[src/design/rfr_pkg.sv]
// Shared types and constants for the radio frame receiver.
package rfr_pkg;

  localparam logic [7:0] START_BYTE       = 8'hFF;
  localparam logic [7:0] SUM_MODULUS      = 8'd255;
  localparam logic [7:0] LENGTH_LIMIT_RST = 8'd114;

  // Configuration register indexes
  localparam logic [2:0] REG_OWN_ID          = 3'd0;
  localparam logic [2:0] REG_PARTNER_ID      = 3'd1;
  localparam logic [2:0] REG_HANDSHAKE_CODE  = 3'd2;
  localparam logic [2:0] REG_CLOCK_SYNC_CODE = 3'd3;
  localparam logic [2:0] REG_LENGTH_LIMIT    = 3'd4;

  // Frame status codes
  localparam logic [2:0] ST_OK             = 3'd0;
  localparam logic [2:0] ST_BAD_SUM        = 3'd1;
  localparam logic [2:0] ST_WRONG_SENDER   = 3'd2;
  localparam logic [2:0] ST_WRONG_RECEIVER = 3'd3;
  localparam logic [2:0] ST_TOO_LONG       = 3'd4;

  localparam logic ITEM_PAYLOAD = 1'b0;
  localparam logic ITEM_STATUS  = 1'b1;

  typedef struct packed {
    logic [7:0] own_id;
    logic [7:0] partner_id;
    logic [7:0] handshake_code;
    logic [7:0] clock_sync_code;
    logic [7:0] length_limit;
  } cfg_t;

  typedef struct packed {
    logic       item_kind;
    logic [7:0] payload_byte;
    logic [7:0] payload_index;
    logic [7:0] frame_length;
    logic [7:0] command_code;
    logic [2:0] frame_status;
    logic       frame_last;
  } res_t;

  // Sum of two bytes mod 255; acc is already below 255.
  function automatic logic [7:0] add_mod255(input logic [7:0] acc, input logic [7:0] b);
    logic [8:0] s;
    s = {1'b0, acc} + {1'b0, b};
    if (s >= {1'b0, SUM_MODULUS}) begin
      s = s - {1'b0, SUM_MODULUS};
    end
    return s[7:0];
  endfunction

endpackage

[src/design/rfr_cfg.sv]
// Configuration register file of the radio frame receiver.
module rfr_cfg (
  input  logic              clk,
  input  logic              rst,
  input  logic              cfg_valid,
  output logic              cfg_ready,
  input  logic [2:0]        cfg_index,
  input  logic [7:0]        cfg_data,
  output rfr_pkg::cfg_t     cfg
);

  assign cfg_ready = 1'b1;

  always_ff @(posedge clk) begin
    if (rst) begin
      cfg.own_id          <= '0;
      cfg.partner_id      <= '0;
      cfg.handshake_code  <= '0;
      cfg.clock_sync_code <= '0;
      cfg.length_limit    <= rfr_pkg::LENGTH_LIMIT_RST;
    end else if (cfg_valid) begin
      case (cfg_index)
        rfr_pkg::REG_OWN_ID:          cfg.own_id          <= cfg_data;
        rfr_pkg::REG_PARTNER_ID:      cfg.partner_id      <= cfg_data;
        rfr_pkg::REG_HANDSHAKE_CODE:  cfg.handshake_code  <= cfg_data;
        rfr_pkg::REG_CLOCK_SYNC_CODE: cfg.clock_sync_code <= cfg_data;
        rfr_pkg::REG_LENGTH_LIMIT:    cfg.length_limit    <= cfg_data;
        default: ;
      endcase
    end
  end

endmodule

[src/design/rfr_parse.sv]
// Input register and frame parser: one byte per cycle while out_free.
module rfr_parse (
  input  logic              clk,
  input  logic              rst,
  input  rfr_pkg::cfg_t     cfg,
  input  logic              in_valid,
  output logic              in_ready,
  input  logic [7:0]        in_byte,
  input  logic              out_free,
  output logic              res_load,
  output rfr_pkg::res_t     res
);

  localparam logic [2:0] PH_IDLE     = 3'd0;
  localparam logic [2:0] PH_SENDER   = 3'd1;
  localparam logic [2:0] PH_RECEIVER = 3'd2;
  localparam logic [2:0] PH_LENGTH   = 3'd3;
  localparam logic [2:0] PH_COMMAND  = 3'd4;
  localparam logic [2:0] PH_PAYLOAD  = 3'd5;
  localparam logic [2:0] PH_CHECK    = 3'd6;

  logic       hold_valid;
  logic [7:0] hold_byte;
  logic       fire;

  logic [2:0] phase, phase_next;
  logic [7:0] running_sum, running_sum_next;
  logic [7:0] header_length, header_length_next;
  logic [7:0] byte_counter, byte_counter_next;
  logic       sender_match, sender_match_next;
  logic       receiver_match, receiver_match_next;
  logic [7:0] held_command, held_command_next;
  logic       link_opened, link_opened_next;

  logic       emit;
  logic       opener;
  logic [7:0] sum_add;
  logic [7:0] cnt_inc;
  logic [2:0] status;

  assign fire     = hold_valid && out_free;
  assign in_ready = !hold_valid || fire;
  assign res_load = fire && emit;

  always_ff @(posedge clk) begin
    if (rst) begin
      hold_valid <= 1'b0;
    end else if (in_ready) begin
      hold_valid <= in_valid;
    end
  end

  always_ff @(posedge clk) begin
    if (in_ready && in_valid) begin
      hold_byte <= in_byte;
    end
  end

  assign sum_add = rfr_pkg::add_mod255(running_sum, hold_byte);
  assign cnt_inc = byte_counter + 8'd1;
  assign opener  = (held_command == cfg.handshake_code) ||
                   (held_command == cfg.clock_sync_code);

  // Sender and receiver checks outrank length, which outranks the checksum.
  always_comb begin
    if (!sender_match) begin
      status = rfr_pkg::ST_WRONG_SENDER;
    end else if (!receiver_match) begin
      status = rfr_pkg::ST_WRONG_RECEIVER;
    end else if (header_length > cfg.length_limit) begin
      status = rfr_pkg::ST_TOO_LONG;
    end else if (running_sum != hold_byte) begin
      status = rfr_pkg::ST_BAD_SUM;
    end else begin
      status = rfr_pkg::ST_OK;
    end
  end

  always_comb begin
    phase_next          = phase;
    running_sum_next    = running_sum;
    header_length_next  = header_length;
    byte_counter_next   = byte_counter;
    sender_match_next   = sender_match;
    receiver_match_next = receiver_match;
    held_command_next   = held_command;
    link_opened_next    = link_opened;
    emit                = 1'b0;
    res                 = '0;
    case (phase)
      PH_IDLE: begin
        if (hold_byte == rfr_pkg::START_BYTE) begin
          running_sum_next    = rfr_pkg::add_mod255(8'd0, hold_byte);
          header_length_next  = '0;
          byte_counter_next   = '0;
          sender_match_next   = 1'b0;
          receiver_match_next = 1'b0;
          held_command_next   = '0;
          phase_next          = PH_SENDER;
        end
      end
      PH_SENDER: begin
        sender_match_next = (hold_byte == cfg.partner_id);
        running_sum_next  = sum_add;
        phase_next        = PH_RECEIVER;
      end
      PH_RECEIVER: begin
        receiver_match_next = (hold_byte == cfg.own_id);
        running_sum_next    = sum_add;
        phase_next          = PH_LENGTH;
      end
      PH_LENGTH: begin
        header_length_next = hold_byte;
        running_sum_next   = sum_add;
        phase_next         = PH_COMMAND;
      end
      PH_COMMAND: begin
        held_command_next = hold_byte;
        running_sum_next  = sum_add;
        byte_counter_next = '0;
        phase_next        = (header_length == 8'd0) ? PH_CHECK : PH_PAYLOAD;
      end
      PH_PAYLOAD: begin
        emit              = 1'b1;
        res.item_kind     = rfr_pkg::ITEM_PAYLOAD;
        res.payload_byte  = hold_byte;
        res.payload_index = byte_counter;
        running_sum_next  = sum_add;
        byte_counter_next = cnt_inc;
        if (cnt_inc == header_length) begin
          phase_next = PH_CHECK;
        end
      end
      PH_CHECK: begin
        emit             = 1'b1;
        res.item_kind    = rfr_pkg::ITEM_STATUS;
        res.frame_length = header_length;
        res.command_code = (link_opened || opener) ? held_command : 8'd0;
        res.frame_status = status;
        res.frame_last   = 1'b1;
        if (status == rfr_pkg::ST_OK && opener) begin
          link_opened_next = 1'b1;
        end
        phase_next        = PH_IDLE;
        running_sum_next  = '0;
        byte_counter_next = '0;
      end
      default: begin
        phase_next = PH_IDLE;
      end
    endcase
  end

  always_ff @(posedge clk) begin
    if (rst) begin
      phase          <= PH_IDLE;
      running_sum    <= '0;
      header_length  <= '0;
      byte_counter   <= '0;
      sender_match   <= 1'b0;
      receiver_match <= 1'b0;
      held_command   <= '0;
      link_opened    <= 1'b0;
    end else if (fire) begin
      phase          <= phase_next;
      running_sum    <= running_sum_next;
      header_length  <= header_length_next;
      byte_counter   <= byte_counter_next;
      sender_match   <= sender_match_next;
      receiver_match <= receiver_match_next;
      held_command   <= held_command_next;
      link_opened    <= link_opened_next;
    end
  end

endmodule

[src/design/rfr_out.sv]
// Result register driving the master-side stream.
module rfr_out (
  input  logic              clk,
  input  logic              rst,
  input  logic              res_load,
  input  rfr_pkg::res_t     res,
  output logic              out_free,
  output logic              m_axis_tvalid,
  input  logic              m_axis_tready,
  output logic [39:0]       m_axis_tdata,
  output logic              m_axis_tlast,
  output logic              m_axis_tuser
);

  rfr_pkg::res_t res_q;

  assign out_free = !m_axis_tvalid || m_axis_tready;

  always_ff @(posedge clk) begin
    if (rst) begin
      m_axis_tvalid <= 1'b0;
    end else if (res_load) begin
      m_axis_tvalid <= 1'b1;
    end else if (m_axis_tready) begin
      m_axis_tvalid <= 1'b0;
    end
  end

  always_ff @(posedge clk) begin
    if (res_load) begin
      res_q <= res;
    end
  end

  assign m_axis_tdata = {5'd0, res_q.frame_status, res_q.command_code,
                         res_q.frame_length, res_q.payload_index, res_q.payload_byte};
  assign m_axis_tlast = res_q.frame_last;
  assign m_axis_tuser = res_q.item_kind;

endmodule

[src/design/radio_frame_receiver_core.sv]
// Radio frame receiver top level: config registers, parser and result register.
//
//  channel   dir  handshake                   payload
//  s_axis    in   s_axis_tvalid/tready        tdata: rx_byte
//  m_axis    out  m_axis_tvalid/tready        tdata, tlast, tuser (see ports)
//  cfg       in   cfg_valid/cfg_ready         cfg_index, cfg_data
//
// One byte per cycle sustained while m_axis does not stall; an accepted
// byte is held in the input register, then its result in the result register.
// Header bytes and idle bytes give no result beat.
// Synchronous reset clears the parser state, the link flag and both valids.
// A stalled m_axis holds the result register, which in turn holds the input
// register; s_axis_tready drops only once both are full.
module radio_frame_receiver_core (
  input  logic        clk,
  input  logic        rst,
  input  logic        s_axis_tvalid,
  output logic        s_axis_tready,
  input  logic [7:0]  s_axis_tdata,   // [7:0] rx_byte
  output logic        m_axis_tvalid,
  input  logic        m_axis_tready,
  output logic [39:0] m_axis_tdata,   // [7:0] payload_byte, [15:8] payload_index,
                                      // [23:16] frame_length, [31:24] command_code,
                                      // [34:32] frame_status, [39:35] zero
  output logic        m_axis_tlast,   // frame_last
  output logic        m_axis_tuser,   // item_kind
  input  logic        cfg_valid,
  output logic        cfg_ready,
  input  logic [2:0]  cfg_index,
  input  logic [7:0]  cfg_data
);

  rfr_pkg::cfg_t cfg;
  rfr_pkg::res_t res;
  logic          res_load;
  logic          out_free;

  rfr_cfg u_cfg (
    .clk       (clk),
    .rst       (rst),
    .cfg_valid (cfg_valid),
    .cfg_ready (cfg_ready),
    .cfg_index (cfg_index),
    .cfg_data  (cfg_data),
    .cfg       (cfg)
  );

  rfr_parse u_parse (
    .clk      (clk),
    .rst      (rst),
    .cfg      (cfg),
    .in_valid (s_axis_tvalid),
    .in_ready (s_axis_tready),
    .in_byte  (s_axis_tdata),
    .out_free (out_free),
    .res_load (res_load),
    .res      (res)
  );

  rfr_out u_out (
    .clk           (clk),
    .rst           (rst),
    .res_load      (res_load),
    .res           (res),
    .out_free      (out_free),
    .m_axis_tvalid (m_axis_tvalid),
    .m_axis_tready (m_axis_tready),
    .m_axis_tdata  (m_axis_tdata),
    .m_axis_tlast  (m_axis_tlast),
    .m_axis_tuser  (m_axis_tuser)
  );

endmodule
[config.mk]
export PLATFORM = sky130hd
export DESIGN_NAME = radio_frame_receiver_core
export DESIGN_NICKNAME = d
export VERILOG_FILES = /design/src/design/rfr_pkg.sv /design/src/design/rfr_cfg.sv /design/src/design/rfr_parse.sv /design/src/design/rfr_out.sv /design/src/design/radio_frame_receiver_core.sv
export SDC_FILE = /design/constraint.sdc
export NUM_CORES = 1
export LEC_CHECK = 0
export BUFFER_PORTS_ARGS = -buffer_cell sky130_fd_sc_hd__buf_2
export CAP_MARGIN = 10
export CORE_MARGIN = 4
export CORE_UTILIZATION = 33
export DETAILED_ROUTE_END_ITERATION = 8
export GPL_ROUTABILITY_DRIVEN = 0
export PLACE_DENSITY = 0.58
export SLEW_MARGIN = 20
export SYNTH_ARGS = -nofsm -noshare
export SYNTH_HDL_FRONTEND = slang
export SYNTH_SLANG_ARGS = --single-unit
[constraint.sdc]
create_clock -name clk -period 3.43 [get_ports clk]
set_clock_uncertainty 0.1 [all_clocks]
set_input_delay 0.1715 -clock clk [delete_from_list [all_inputs] [get_ports clk]]
set_output_delay 0.1715 -clock clk [all_outputs]
set_load 0.03 [all_outputs]
==> out/summary.md <==
• **predominant post-synthesis flop cell** sky130_fd_sc_hd__dfxtp_1
• **nature of the critical path startpoint** flop
• **layout overhead on the synthesized area** 21.1%
• **number of global-route vias before repair** 4861
• **Die Width** 145 um
• **layer with the highest usage after global routing** met2
• **status** finished clean
• **wire length of the first global-routing pass** 26.4 mm
• **CORE AREA** 0.0186 sq mm
• **final critical delay including setup and external delays** 3.06 ns
• **Unique masters post-synth** 66
• **part of the total power dissipated in combinational logic** 6.3%
• **Post-CTS Setup Inserts** 0
• **master of the slowest instance on the critical path** sky130_fd_sc_hd__fa_1
• **most frequent cells after synthesis** 84 x sky130_fd_sc_hd__nand2_1, 80 x sky130_fd_sc_hd__dfxtp_1, 58 x sky130_fd_sc_hd__nor2_1, 55 x sky130_fd_sc_hd__a21oi_1, 44 x sky130_fd_sc_hd__edfxtp_1
• **IO Pins** 69
• **Power Density** 476 mW/mm^2
• **WHS** 0.135 ns
• **max-cap check violation count** 0
• **power after layout** 3.59 mW
• **number of optimization iterations in the first detailed-route pass** 5
• **net switching fraction of the power** 23.1%
• **highest clock rate** 327 MHz
• **Worst Path Required** 3.63 ns
• **GRT met3 Usage** 3.71%
• **met2 capacity usage during global routing** 24.3%
• **Post-route DRC** 0
• **flop and latch count out of synthesis** 124
• **reg2reg start** u_parse.hold_byte[0]
• **gr ovfl total** 0
• **fraction of final layout cells with drive strength greater than 1** 15.4%
• **GR Util met1** 21.1%
• **fill cell total of the finished layout** 1870
• **GRT Util Overall** 15.6%
• **number of nets in the layout** 790
• **clock share of power** 50.6%
• **diode insertion count for antenna repair** 0
• **non-filler instance count after layout** 993
• **hold crit path type** primary input to flop
• **maximum root-to-sink buffer count** 2
• **number of enable-type register cells in the synthesized netlist** 44
• **warning count from the yosys run** 0
• **CP Buf/Inv Count** 0
• **part of the cycle the worst path needs** 89.2%
• **initial detailed-routing violation count** 422
• **leakage power** 2.80 nW
• **clock tree from TritonCTS** yes
• **Hold Path Stages** 4
• **final design utilization** 40.5%
• **Fin. Hold Viols** 0
• **placed cell count** 942
• **Int Power** 2.76 mW
• **initial antenna violation count** 0
• **portion of the post-synthesis area used by sequential elements** 46.9%
• **source-to-sink clock delay at the later pin of the worst-skew pair** 0.42 ns
• **post-synth top area share** 25.7%
• **cell row count** 50
• **crit path capture type** flop
• **CTS root buffer** sky130_fd_sc_hd__clkbuf_16
• **worst-case vdd ir drop** 0.000302 V
• **CP peak stage delay** 0.55 ns
• **Sequential Power Share** 43.1%
• **cells traversed along the worst timing path** ha_1 -> fa_1 -> ha_1 -> a21oi_1 -> a211o_1 -> nor4b_1 -> and4b_4 -> nand2b_4 -> nor3_1 -> or3_1
• **kind of cell with the highest combined delay on the critical path** simple AND/OR/NAND/NOR gates
• **endpoint arrival time on the critical path** 3.26 ns
• **setup slack of the worst register-to-register path** 0.37 ns
• **Critical Path Fanout Max** 5
• **Async S/R FF share, synth** 0%
• **number of clock buffers inserted by TritonCTS** 17
• **final HPWL from detailed placement** 11.4 mm
• **post-synth design cell area** 0.00624 sq mm
• **most common cell in the netlist** sky130_fd_sc_hd__nand2_1
• **number of nets with antenna violations after routing** 0
• **TritonCTS sink count** 124
• **CTS hold repair buffers** 19
• **remaining max-slew budget at the tightest pin** 39.9%
• **actual slew at the worst max-slew pin** 0.898 ns
• **average routed wire per standard cell** 16.4 um
• **vias after detailed routing** 5046
• **endpoint of the worst hold-timing path** u_cfg.cfg[3]
• **FF-to-FF path depth** 10
• **count of input and output buffers** 62
• **biggest area consumer among synthesized cells** sky130_fd_sc_hd__dfxtp_1
• **setup repair after global routing missed its margin** false
• **die footprint** 0.0212 sq mm
• **capture instance of the worst register-to-register path** u_parse.running_sum[0]
• **Synth area leaders** sky130_fd_sc_hd__dfxtp_1 26%, sky130_fd_sc_hd__edfxtp_1 21%, sky130_fd_sc_hd__nand2_1 5.1%
• **Final Routed Wirelength** 16.2 mm
• **clock-pin slew reported for the worst setup and hold paths after clock tree synthesis** 0.06 ns
• **cell repeated most along the worst path** sky130_fd_sc_hd__ha_1
• **Post-Syn Instances** 671
• **H-tree lvl count** 4
• **CTS-repair resized insts** 0
• **final number of max-transition violations** 0
• **total of endpoints with negative setup slack in the final report** 0
• **Fin Setup TNS** 0 ns
• **worst setup path class** flop to flop
• **effective utilization at floorplan** 33.4%
• **startpoint of the worst hold path** cfg_index[2]
• **net switching power** 0.829 mW
• **per-cell via count in the routed design** 5.08
• **largest net degree at the start of global routing** 40
• **Die Y-Extent** 145 um
• **syn_area_per_cell** 9.29 sq um
==> layer usage <==
layer,wire [um],up-vias
met3,664,22
li1,-,2529
met5,0,-
met1,7840,2370
met4,304,0
met2,7440,125
==> logic make-up (layout without fill, tap and decap cells) <==
| logic type | count (synthesis) | in the layout | synth area share (%) |
|---|---|---|---|
| adder cells (fa/ha/maj) | 20 | 20 | 4.13 |
| AO/OA/AOI/OAI | 135 | 135 | 13.8 |
| buffers and inverters | 59 | 143 | 4.21 |
| multiplexers | 13 | 13 | 2.13 |
| other | 2 | 6 | 0.120 |
| XOR/XNOR | 53 | 53 | 7.44 |
| AND/OR/NAND/NOR | 265 | 265 | 21.2 |
| flip-flops | 124 | 124 | 46.9 |
==> worst max path at each step <==
stage          depth (start not counted)  slack (ns)            startpoint                      to
6_report                              10        0.37  u_parse.hold_byte[0]  u_parse.running_sum[0]
5_1_grt                               10        0.23  u_parse.hold_byte[0]  u_parse.running_sum[0]
4_1_cts                               10        0.40  u_parse.hold_byte[0]  u_parse.running_sum[0]
3_5_place_dp                          10        0.42  u_parse.hold_byte[0]  u_parse.running_sum[0]
3_3_place_gp                          10        0.45  u_parse.hold_byte[0]  u_parse.running_sum[0]
2_1_floorplan                         10        0.57  u_parse.hold_byte[0]  u_parse.running_sum[0]
==> sequential cells by signal, indices dropped and copies added, names as in the netlist <==
signal                  flops
u_cfg.cfg                  40
u_out.m_axis_tdata         35
u_parse.byte_counter        8
u_parse.header_length       8
u_parse.held_command        8
u_parse.hold_byte           8
u_parse.running_sum         8
u_parse.phase               3
u_out.m_axis_tuser          1
u_out.m_axis_tvalid         1
u_parse.hold_valid          1
u_parse.link_opened         1
u_parse.receiver_match      1
u_parse.sender_match        1
==> power groups by stage <==
stage                     clock [mW]  sequential, mW  combinational [mW]
after detailed placement           0            1.58               0.209
final                           1.82            1.55               0.227
after global placement             0            1.58               0.209
after CTS                       1.85            1.55               0.226
after global routing            1.93            1.55               0.249
after floorplan                    0            1.58               0.139
==> area by class of cell <==
| cell class | count | area (sq um) | area share (%) |
|---|---|---|---|
| multi-input cells | 492 | 3070 | 40.6 |
| flip-flops and latches | 124 | 2920 | 38.7 |
| repair buffers | 96 | 613 | 8.12 |
| clock buffers | 18 | 429 | 5.68 |
| well taps | 234 | 293 | 3.88 |
| clock inverters | 14 | 170 | 2.25 |
| inverters | 15 | 56.3 | 0.746 |
==> per-stage QoR <==
| stage | area, sq um | worst slack [ns] |
|---|---|---|
| 6_report | 7550 | 0.370 |
| 5_1_grt | 7550 | 0.232 |
| 4_1_cts | 7550 | 0.398 |
| 3_5_place_dp | 6760 | 0.420 |
| 3_3_place_gp | 6760 | 0.449 |
| 2_1_floorplan | 6250 | 0.568 |
==> worst register-to-register path, delay by kind of cell, from the launching register on <==
kind / cells / cell delay (ns)
AOI/OAI and AO/OA: 2 / 0.30
DFF: 1 / 0.41
and+or+nand+nor: 5 / 1.10
adders and majority gates: 3 / 1.04
==> placed cells by master (no fill, tap or decap), drive strengths merged, types with 3 or more instances in the layout <==
cell type	synthesis	final
o21a	5	5
and3	35	35
buf	15	77
mux2i	11	11
bufinv	0	3
clkbuf	29	18
nand3	15	15
nor4	3	3
dfxtp	80	80
o21ai	20	20
nor2b	7	7
nand4	15	15
conb	2	6
inv	15	17
clkinvlp	0	3
a21o	4	4
xor2	17	17
ha	19	19
nor3	9	9
edfxtp	44	44
nand2	84	84
and2	16	16
or4	5	5
nor2	59	59
o211ai	8	8
o22ai	3	3
o41ai	3	3
a21oi	55	55
a21boi	3	3
or3	6	6
clkinv	0	6
a22oi	16	16
dlygate4sd3	0	19
xnor2	36	36
(Power assumes the default switching activity.)
